<file path="config.mk">
export PLATFORM = sky130hd
export DESIGN_NAME = c_string_escape_decoder_top_flat
export DESIGN_NICKNAME = d
export VERILOG_FILES = /design/src/design/csed_pkg.sv /design/src/design/csed_if.sv /design/src/design/c_string_escape_decoder_top.sv /design/src/flat_wrapper.sv
export VERILOG_INCLUDE_DIRS = /design/src /design/src/design
export SDC_FILE = /design/constraint.sdc
export NUM_CORES = 1
export LEC_CHECK = 0
export CAP_MARGIN = 20
export CORE_MARGIN = 3
export CORE_UTILIZATION = 30
export DETAILED_ROUTE_END_ITERATION = 16
export DONT_BUFFER_PORTS = 1
export PLACE_DENSITY = 0.41
export SLEW_MARGIN = 20
export SYNTH_ARGS = -nofsm -noshare
export SYNTH_HDL_FRONTEND = slang
export SYNTH_SLANG_ARGS = --single-unit
</file>
<file path="constraint.sdc">
create_clock -name clk -period 5.71 [get_ports clk]
set_input_delay 0.571 -clock clk [delete_from_list [all_inputs] [get_ports clk]]
set_output_delay 0.571 -clock clk [all_outputs]
set_load 0.005 [all_outputs]
</file>
<file path="src/design/c_string_escape_decoder_top_defines.svh">
// ----------------------------------------------------------------------------
// c_string_escape_decoder_top_defines.svh
// Assertion macros for the string escape decoder. Define ASSERT_OFF to drop
// all checks.
// ----------------------------------------------------------------------------
`ifndef C_STRING_ESCAPE_DECODER_TOP_DEFINES_SVH
`define C_STRING_ESCAPE_DECODER_TOP_DEFINES_SVH
`ifndef ASSERT_OFF
// same-cycle implication, clocked on clk, off during reset
`define CSED_ASSERT_NOW(label, ante, cons, msg) \
	label: assert property (@(posedge clk) disable iff (!arst_n) (ante) |-> (cons)) \
		else $error(msg);
// next-cycle implication
`define CSED_ASSERT_NEXT(label, ante, cons, msg) \
	label: assert property (@(posedge clk) disable iff (!arst_n) (ante) |=> (cons)) \
		else $error(msg);
`else
`define CSED_ASSERT_NOW(label, ante, cons, msg)
`define CSED_ASSERT_NEXT(label, ante, cons, msg)
`endif
`endif

</file>
<file path="src/design/csed_pkg.sv">
// ----------------------------------------------------------------------------
// csed_pkg
// Types, character codes and lookup functions for the escape decoder.
// ----------------------------------------------------------------------------
package csed_pkg;

	// decode mode codes
	localparam logic [1:0] MODE_NORMAL = 2'd0;
	localparam logic [1:0] MODE_ESCAPE = 2'd1;
	localparam logic [1:0] MODE_OCTAL  = 2'd2;
	localparam logic [1:0] MODE_HEX    = 2'd3;

	// character codes
	localparam logic [7:0] CH_BSLASH = 8'h5C;
	localparam logic [7:0] CH_QUOTE  = 8'h22;
	localparam logic [7:0] CH_X      = 8'h78;
	localparam logic [7:0] CH_ZERO   = 8'h30;
	localparam logic [7:0] CH_SEVEN  = 8'h37;
	localparam logic [7:0] CH_NINE   = 8'h39;

	// result buffer depth: one draining, up to two arriving
	localparam int unsigned QDEPTH = 3;

	typedef struct packed {
		logic [7:0] out_byte;
		logic       is_last;
		logic       unknown_escape;
		logic       out_of_range;
	} res_t;

	typedef struct packed {
		logic       hit;
		logic [7:0] value;
	} simple_t;

	typedef struct packed {
		logic       hit;
		logic [3:0] digit;
	} digit_t;

	// simple escapes: n t v b r f a \ ? ' "
	function automatic simple_t simple_escape(input logic [7:0] b);
		simple_t r;
		r.hit = 1'b1;
		r.value = b;
		case (b)
			8'h6E: r.value = 8'h0A;
			8'h74: r.value = 8'h09;
			8'h76: r.value = 8'h0B;
			8'h62: r.value = 8'h08;
			8'h72: r.value = 8'h0D;
			8'h66: r.value = 8'h0C;
			8'h61: r.value = 8'h07;
			8'h5C: r.value = 8'h5C;
			8'h3F: r.value = 8'h3F;
			8'h27: r.value = 8'h27;
			8'h22: r.value = 8'h22;
			default: r.hit = 1'b0;
		endcase
		return r;
	endfunction

	function automatic digit_t hex_digit(input logic [7:0] b);
		digit_t r;
		r.hit = 1'b1;
		r.digit = 4'd0;
		if (b >= 8'h30 && b <= 8'h39) begin
			r.digit = 4'(b - 8'h30);
		end else if (b >= 8'h61 && b <= 8'h66) begin
			r.digit = 4'(b - 8'h57);
		end else if (b >= 8'h41 && b <= 8'h46) begin
			r.digit = 4'(b - 8'h37);
		end else begin
			r.hit = 1'b0;
		end
		return r;
	endfunction

endpackage

</file>
<file path="src/design/csed_if.sv">
// ----------------------------------------------------------------------------
// csed_if
// Valid/ready channels of the escape decoder: literal bytes in, decoded
// results out.
// ----------------------------------------------------------------------------
interface csed_text_if;
	logic       valid;
	logic       ready;
	logic [7:0] in_byte;

	modport source (output valid, output in_byte, input ready);
	modport sink (input valid, input in_byte, output ready);
endinterface

interface csed_result_if;
	logic       valid;
	logic       ready;
	logic [7:0] out_byte;
	logic       is_last;
	logic       unknown_escape;
	logic       out_of_range;

	modport source (output valid, output out_byte, output is_last,
		output unknown_escape, output out_of_range, input ready);
	modport sink (input valid, input out_byte, input is_last,
		input unknown_escape, input out_of_range, output ready);
endinterface

</file>
<file path="src/design/c_string_escape_decoder_top.sv">
// ----------------------------------------------------------------------------
// c_string_escape_decoder_top
// Decodes the bytes of a C string literal (after the opening quote) into
// plain bytes: simple, octal and hex escapes, terminator on closing quote.
// ----------------------------------------------------------------------------
//
//  channel   dir  payload                                          per xact
//  -------   ---  -----------------------------------------------  --------
//  text      in   in_byte[7:0]                                     1 byte
//  decoded   out  out_byte[7:0] is_last unknown_escape out_of_range 0..2 per byte
//
// One byte per cycle sustained; a result passes through the input register,
// then the result buffer, before it leaves. A byte with two results (a
// non-backslash byte closing a numeric escape, or 8/9 right after a backslash)
// leaves two entries in the 3-entry buffer, so input stalls while the second
// drains. Input is taken when stage 1 is empty or the buffer holds at most one
// result; decoded stalls back up through the buffer into text.ready.
// arst_n clears the mode machine, escape value, overflow flag and buffer.
// ----------------------------------------------------------------------------
`include "c_string_escape_decoder_top_defines.svh"

module c_string_escape_decoder_top
	import csed_pkg::*;
(
	input  logic          clk,
	input  logic          arst_n,
	csed_text_if.sink     text,
	csed_result_if.source decoded
);

	localparam int unsigned PW = $clog2(QDEPTH);

	// input register
	logic       valid_s1;
	logic [7:0] byte_s1;

	// decoder state
	logic [1:0] mode_q;
	logic [7:0] value_q;
	logic       ovf_q;

	// result buffer
	res_t          buf_q [QDEPTH];
	logic [PW-1:0] wr_ptr_q;
	logic [PW-1:0] rd_ptr_q;
	logic [PW-1:0] count_q;

	logic room;
	logic adv;
	logic pop;

	// decode outputs
	logic [1:0] n_push;
	res_t       res0;
	res_t       res1;
	logic [1:0] mode_d;
	logic [7:0] value_d;
	logic       ovf_d;

	function automatic logic [PW-1:0] ptr_inc(input logic [PW-1:0] p);
		return (p == PW'(QDEPTH - 1)) ? '0 : p + PW'(1);
	endfunction

	// room for the worst case of two results from the byte in stage 1
	assign room       = (count_q <= PW'(QDEPTH - 2));
	assign adv        = valid_s1 && room;
	assign text.ready = !valid_s1 || room;
	assign pop        = decoded.valid && decoded.ready;

	always_ff @(posedge clk or negedge arst_n) begin
		if (!arst_n) begin
			valid_s1 <= 1'b0;
		end else if (text.ready) begin
			valid_s1 <= text.valid;
		end
	end

	always_ff @(posedge clk) begin
		if (text.valid && text.ready) begin
			byte_s1 <= text.in_byte;
		end
	end

	// ---- decode: one byte against the current mode ----
	always_comb begin
		simple_t    se;
		digit_t     hd;
		logic       is_oct;
		logic       is_dec;
		logic       dig_ok;
		logic       dig_ovf;
		logic [7:0] dig_val;
		logic       txt_emit;
		res_t       txt_res;
		logic [1:0] txt_mode;

		se     = simple_escape(byte_s1);
		hd     = hex_digit(byte_s1);
		is_oct = (byte_s1 >= CH_ZERO) && (byte_s1 <= CH_SEVEN);
		is_dec = (byte_s1 >= CH_ZERO) && (byte_s1 <= CH_NINE);

		// ordinary text handling of this byte
		txt_emit = (byte_s1 != CH_BSLASH);
		txt_mode = txt_emit ? MODE_NORMAL : MODE_ESCAPE;
		txt_res  = '{out_byte: byte_s1, is_last: 1'b0,
			unknown_escape: 1'b0, out_of_range: 1'b0};
		if (byte_s1 == CH_QUOTE) begin
			txt_res = '{out_byte: 8'h00, is_last: 1'b1,
				unknown_escape: 1'b0, out_of_range: 1'b0};
		end

		// digit accumulation for the numeric modes
		if (mode_q == MODE_OCTAL) begin
			dig_ok  = is_oct;
			dig_ovf = (value_q[7:5] != 3'd0);
			dig_val = {value_q[4:0], byte_s1[2:0]};
		end else begin
			dig_ok  = hd.hit;
			dig_ovf = (value_q[7:4] != 4'd0);
			dig_val = {value_q[3:0], hd.digit};
		end

		n_push  = 2'd0;
		res0    = txt_res;
		res1    = txt_res;
		mode_d  = mode_q;
		value_d = value_q;
		ovf_d   = ovf_q;

		case (mode_q)
			MODE_NORMAL: begin
				n_push = {1'b0, txt_emit};
				mode_d = txt_mode;
				if (byte_s1 == CH_QUOTE) begin
					value_d = 8'h00;
					ovf_d   = 1'b0;
				end
			end
			MODE_ESCAPE: begin
				value_d = 8'h00;
				ovf_d   = 1'b0;
				if (se.hit) begin
					n_push = 2'd1;
					res0   = '{out_byte: se.value, is_last: 1'b0,
						unknown_escape: 1'b0, out_of_range: 1'b0};
					mode_d = MODE_NORMAL;
				end else if (is_oct) begin
					mode_d  = MODE_OCTAL;
					value_d = {5'd0, byte_s1[2:0]};
				end else if (is_dec) begin
					// '8' or '9': empty octal escape, then the digit as text
					n_push = 2'd2;
					res0   = '{out_byte: 8'h00, is_last: 1'b0,
						unknown_escape: 1'b0, out_of_range: 1'b0};
					res1   = '{out_byte: byte_s1, is_last: 1'b0,
						unknown_escape: 1'b0, out_of_range: 1'b0};
					mode_d = MODE_NORMAL;
				end else if (byte_s1 == CH_X) begin
					mode_d = MODE_HEX;
				end else begin
					n_push = 2'd1;
					res0   = '{out_byte: byte_s1, is_last: 1'b0,
						unknown_escape: 1'b1, out_of_range: 1'b0};
					mode_d = MODE_NORMAL;
				end
			end
			MODE_OCTAL, MODE_HEX: begin
				if (dig_ok) begin
					value_d = dig_val;
					ovf_d   = ovf_q | dig_ovf;
				end else begin
					// close the escape, then treat the byte as text
					res0    = '{out_byte: value_q, is_last: 1'b0,
						unknown_escape: 1'b0, out_of_range: ovf_q};
					res1    = txt_res;
					n_push  = txt_emit ? 2'd2 : 2'd1;
					mode_d  = txt_mode;
					value_d = 8'h00;
					ovf_d   = 1'b0;
				end
			end
			default: begin
				mode_d = MODE_NORMAL;
			end
		endcase
	end

	always_ff @(posedge clk or negedge arst_n) begin
		if (!arst_n) begin
			mode_q  <= MODE_NORMAL;
			value_q <= 8'h00;
			ovf_q   <= 1'b0;
		end else if (adv) begin
			mode_q  <= mode_d;
			value_q <= value_d;
			ovf_q   <= ovf_d;
		end
	end

	// ---- result buffer ----
	logic [1:0] push_n;
	assign push_n = adv ? n_push : 2'd0;

	always_ff @(posedge clk or negedge arst_n) begin
		if (!arst_n) begin
			wr_ptr_q <= '0;
			rd_ptr_q <= '0;
			count_q  <= '0;
		end else begin
			if (push_n == 2'd1) begin
				wr_ptr_q <= ptr_inc(wr_ptr_q);
			end else if (push_n == 2'd2) begin
				wr_ptr_q <= ptr_inc(ptr_inc(wr_ptr_q));
			end
			if (pop) begin
				rd_ptr_q <= ptr_inc(rd_ptr_q);
			end
			count_q <= count_q + PW'(push_n) - PW'(pop);
		end
	end

	always_ff @(posedge clk) begin
		if (push_n != 2'd0) begin
			buf_q[wr_ptr_q] <= res0;
		end
		if (push_n == 2'd2) begin
			buf_q[ptr_inc(wr_ptr_q)] <= res1;
		end
	end

	res_t head;
	assign head                   = buf_q[rd_ptr_q];
	assign decoded.valid          = (count_q != '0);
	assign decoded.out_byte       = head.out_byte;
	assign decoded.is_last        = head.is_last;
	assign decoded.unknown_escape = head.unknown_escape;
	assign decoded.out_of_range   = head.out_of_range;

	// ---- checks ----
	`CSED_ASSERT_NEXT(a_quote_resets, adv && (mode_q != MODE_ESCAPE) && (byte_s1 == CH_QUOTE),
		(mode_q == MODE_NORMAL) && (value_q == 8'h00) && !ovf_q,
		"decoder state not cleared after terminator")
	`CSED_ASSERT_NOW(a_ovf_numeric, ovf_q, (mode_q == MODE_OCTAL) || (mode_q == MODE_HEX),
		"overflow flag set outside a numeric escape")
	`CSED_ASSERT_NOW(a_flags_exclusive, decoded.valid && decoded.out_of_range,
		!decoded.is_last && !decoded.unknown_escape,
		"out_of_range result also marked last or unknown")

endmodule
</file>
<file path="src/flat_wrapper.sv">
// flat-port wrapper written by rule: the top's interface ports become plain ports
module c_string_escape_decoder_top_flat import csed_pkg::*;
  (clk, arst_n, text_valid, text_in_byte, text_ready, decoded_valid, decoded_out_byte, decoded_is_last, decoded_unknown_escape, decoded_out_of_range, decoded_ready);
  csed_text_if text_i ();
  csed_result_if decoded_i ();
  input  logic clk;
  input  logic arst_n;
  input wire logic [$bits(text_i.valid)-1:0] text_valid;
  input wire logic [$bits(text_i.in_byte)-1:0] text_in_byte;
  output wire logic [$bits(text_i.ready)-1:0] text_ready;
  output wire logic [$bits(decoded_i.valid)-1:0] decoded_valid;
  output wire logic [$bits(decoded_i.out_byte)-1:0] decoded_out_byte;
  output wire logic [$bits(decoded_i.is_last)-1:0] decoded_is_last;
  output wire logic [$bits(decoded_i.unknown_escape)-1:0] decoded_unknown_escape;
  output wire logic [$bits(decoded_i.out_of_range)-1:0] decoded_out_of_range;
  input wire logic [$bits(decoded_i.ready)-1:0] decoded_ready;
  assign text_i.valid = text_valid;
  assign text_i.in_byte = text_in_byte;
  assign text_ready = text_i.ready;
  assign decoded_valid = decoded_i.valid;
  assign decoded_out_byte = decoded_i.out_byte;
  assign decoded_is_last = decoded_i.is_last;
  assign decoded_unknown_escape = decoded_i.unknown_escape;
  assign decoded_out_of_range = decoded_i.out_of_range;
  assign decoded_i.ready = decoded_ready;
  c_string_escape_decoder_top u_core (.clk(clk), .arst_n(arst_n), .text(text_i), .decoded(decoded_i));
endmodule
</file>
==> summary.md <==
| Metric | Value |
|---|---|
| Placer Congestion | `~0.89` |
| CP top delay family | `compound AO/OA/AOI/OAI gates` |
| DR vias/cell | `~5.7` |
| Fmax | `246 MHz` |
| Critical path peak fanout | `9` |
| Synth top cells by count | `nand2_1, o21ai_0, edfxtp_1` |
| Async SR Flop Fraction | `0.305` |
| Worst-Margin Slew | `0.822 ns` |
| Most used DFF post-synth | `edfxtp_1` |
| Top cell by count, worst path | `a21oi_1` |
| Port Buf Inserts | `0` |
| Sum Neg Setup Slack | `0 ns` |
| Slew headroom | `0.450` |
| Gr usage total | `0.165` |
| Hold Violations, Final | `0` |
| Core ar. | `11,700 um2` |
| Number of global-route vias before repair | `2,947` |
| I/O pin total | `25` |
| Cell Area, Synth | `about 3700 um2` |
| Ant. Diodes | `0` |
| Clock Latency Late Sink | `0.34 ns` |
| Tmin final | `4.07 ns` |
| Pwr Density | `393 nW/um2` |
| Max cap viols | `0` |
| Num rows | `39` |
| Synthesized area per cell | `9.36 um2` |
| Largest net degree at the start of global routing | `25` |
| Clock Path Buffers | `2` |
| Post_cts resized | `0` |
| Chip width | `117 um` |
| #FFs+latches synth | `a little under 60` |
| Layout Skew | `0.00579 ns` |
| Crit path arrival time | `4.07 ns` |
| CTS tree | `built` |
| Initial DRC Count | `just over 200` |
| Non-Filler Instances | `~540` |
| Inst Count DP | `519` |
| Vias post-DR | `3,063` |
| Routed Wire Length | `10.6 mm` |
| Initial Util | `0.316` |
| Leakage power | `between 1.5 and 2 nW` |
| P&R area growth vs syn | `11.5%` |
| Yosys cell types | `between 70 and 80` |
| Detail Route Antenna Nets | `0` |
| Syn nets | `416` |
| Total congestion overflow | `0` |
| Critical path buffers and inverters | `2` |
| Worst hold slack | `0.326 ns` |
| Run status | `completed` |
| Cell taking the most area after synthesis | `edfxtp_1` |
| Final #Nets | `around 410` |
| Clock slew at reported path FFs | `0.05 ns` |
| CP Class | `reg -> reg` |
| Sequential share of the synthesized area | `0.439` |
| Synth Warn # | `0` |
| CTS Root Buffer Type | `clkbuf_16` |
| Post-CTS Setup Bufs | `0` |
| Worst Path Required | `roughly 5.7 ns` |
| Synth top area share | `0.284` |
| H-Tree Depth | `3` |
| Crit-path cells | `inv_1 > ha_1 > o21ba_2 > o21ba_2 > a21oi_1 > a21oi_1 > o31ai_1 > nand2_1 > ha_1 > nor3b_1 > a21oi_1 > inv_1` |
| Slowest CP cell | `nor3b_1` |
| CTS Buf Count | `9` |
| Most frequent cell after synthesis | `nand2_1` |
| # clock sinks | `59` |
| First drt pass iteration count | `4` |
| Number of flops mapped to enable cells by yosys | `35` |
| First-pass GRT wire length | `16.7 mm` |
| Syn Inst Count | `395` |
| Antenna violations before repair | `0` |
| WL per Instance | `just under 20 um` |
| Layout cell share with drive strength beyond 1 | `0.0840` |
| # DRC | `0` |
| Die ar. | `13,700 um2` |
| Synth area leaders | `edfxtp_1, dfrtp_1, nand2_1` |
| Pins over their slew limit | `0` |
| Final HPWL DP | `8.01 mm` |
| CP Capture Type | `flop` |
| Hold Path Class | `in -> reg` |
| Slowest cell delay on critical path | `0.56 ns` |
| Startpoint Class | `flop` |
| Die height | `117 um` |
| Setup violations, final | `0` |
| VDD IR max | `0.228 mV` |
| Fin crit share | `0.712` |
| RSZ-0062 raised after global routing | `false` |
## state kept, by name, indices dropped and copies added, names as in the netlist
signal           count
u_core.buf_q        33
u_core.byte_s1       8
u_core.value_q       8
u_core.count_q       2
u_core.mode_q        2
u_core.rd_ptr_q      2
u_core.wr_ptr_q      2
u_core.ovf_q         1
u_core.valid_s1      1
## routing by layer
layer / track usage / vias to the layer above / wire, um
met2: 0.254 / 83 / 4870
met4: 0.0612 / 0 / 159
met3: 0.0458 / 11 / 495
li1: - / 1494 / -
met1: 0.221 / 1475 / 5040
met5: 0 / - / 0
## power breakdown
part	switching [W]	internal [W]	leakage, nW
Clock	0.000184	0.000375	0.154
Combinational	0.000257	0.000159	0.762
Sequential	0.000102	0.000544	0.614
Total	0.000543	0.00108	1.53
## stage by stage
| step | instance area [um2] | setup slack, ns | util | power (W) |
|---|---|---|---|---|
| floorplan | 3700 | 2.36 | - | 0.000959 |
| global placement | 3800 | 1.84 | 0.325 | 0.00107 |
| detailed placement | 3800 | 1.69 | 0.325 | 0.00107 |
| CTS | 4120 | 1.68 | 0.352 | 0.00164 |
| global route | 4120 | 1.28 | 0.352 | 0.00173 |
| finish | 4120 | 1.64 | 0.352 | 0.00162 |
## cell type report
class | count | area [um2]
clock buffer | 9 | 225
timing repair buffer | 3 | 25.0
multi-input combinational | 303 | 1940
sequential | 59 | 1620
tap | 143 | 179
clock inverter | 7 | 82.6
inverter | 12 | 45.0
fill | 1197 | 7590
## repair_timing
item | CTS | global route
endpoints found under the setup margin | 0 | 0
endpoints found under the hold margin | 18 | 0
hold buffers | 1 | 0
## final timing paths
check                                        start            endpoint  slack, ns  cells past startpoint
worst min register to register  u_core.buf_q[2][0]  u_core.buf_q[2][0]       0.46                      2
worst min-delay path               text_in_byte[6]   u_core.byte_s1[6]       0.33                      0
max in group asynchronous                   arst_n   u_core.value_q[0]       4.42                      1
worst max-delay path             u_core.byte_s1[0]  u_core.buf_q[1][5]       1.64                     12
worst max register to register   u_core.byte_s1[0]  u_core.buf_q[1][5]       1.64                     12
min in group asynchronous                   arst_n   u_core.value_q[2]       0.78                      1
## cells by family after synthesis
logic type                 Yosys count  synth area share
AOI/OAI and AO/OA                  131             0.247
and+or+nand+nor                    145             0.201
xor gates and xnor gates             5            0.0119
adders and majority gates            9            0.0305
buffers and inverters               33            0.0359
muxes                               13            0.0355
DFF                                 59             0.439
## cell usage in the layout (no fill, tap or decap), types with 3 or more instances in the layout
cell        n
inv_1      11
dfrtp_1    18
clkinv_2    3
o211ai_1   10
nor2b_1     5
nand2b_1    5
nand4_1     3
nor2_1     19
a21oi_1    17
xnor2_1     3
nand2_1    55
a32o_1      6
mux2i_1    12
a22o_1      7
dfxtp_1     6
edfxtp_1   35
or3_1       4
o21a_1      9
and3_1      5
clkbuf_16   9
clkinv_1    3
and2_1      3
a21o_1      3
nor3_1     12
o21ai_0    37
or4_1       3
nand3_1    14
o22ai_1    12
ha_1        9
No activity file was read; power rests on OpenSTA's default activity.
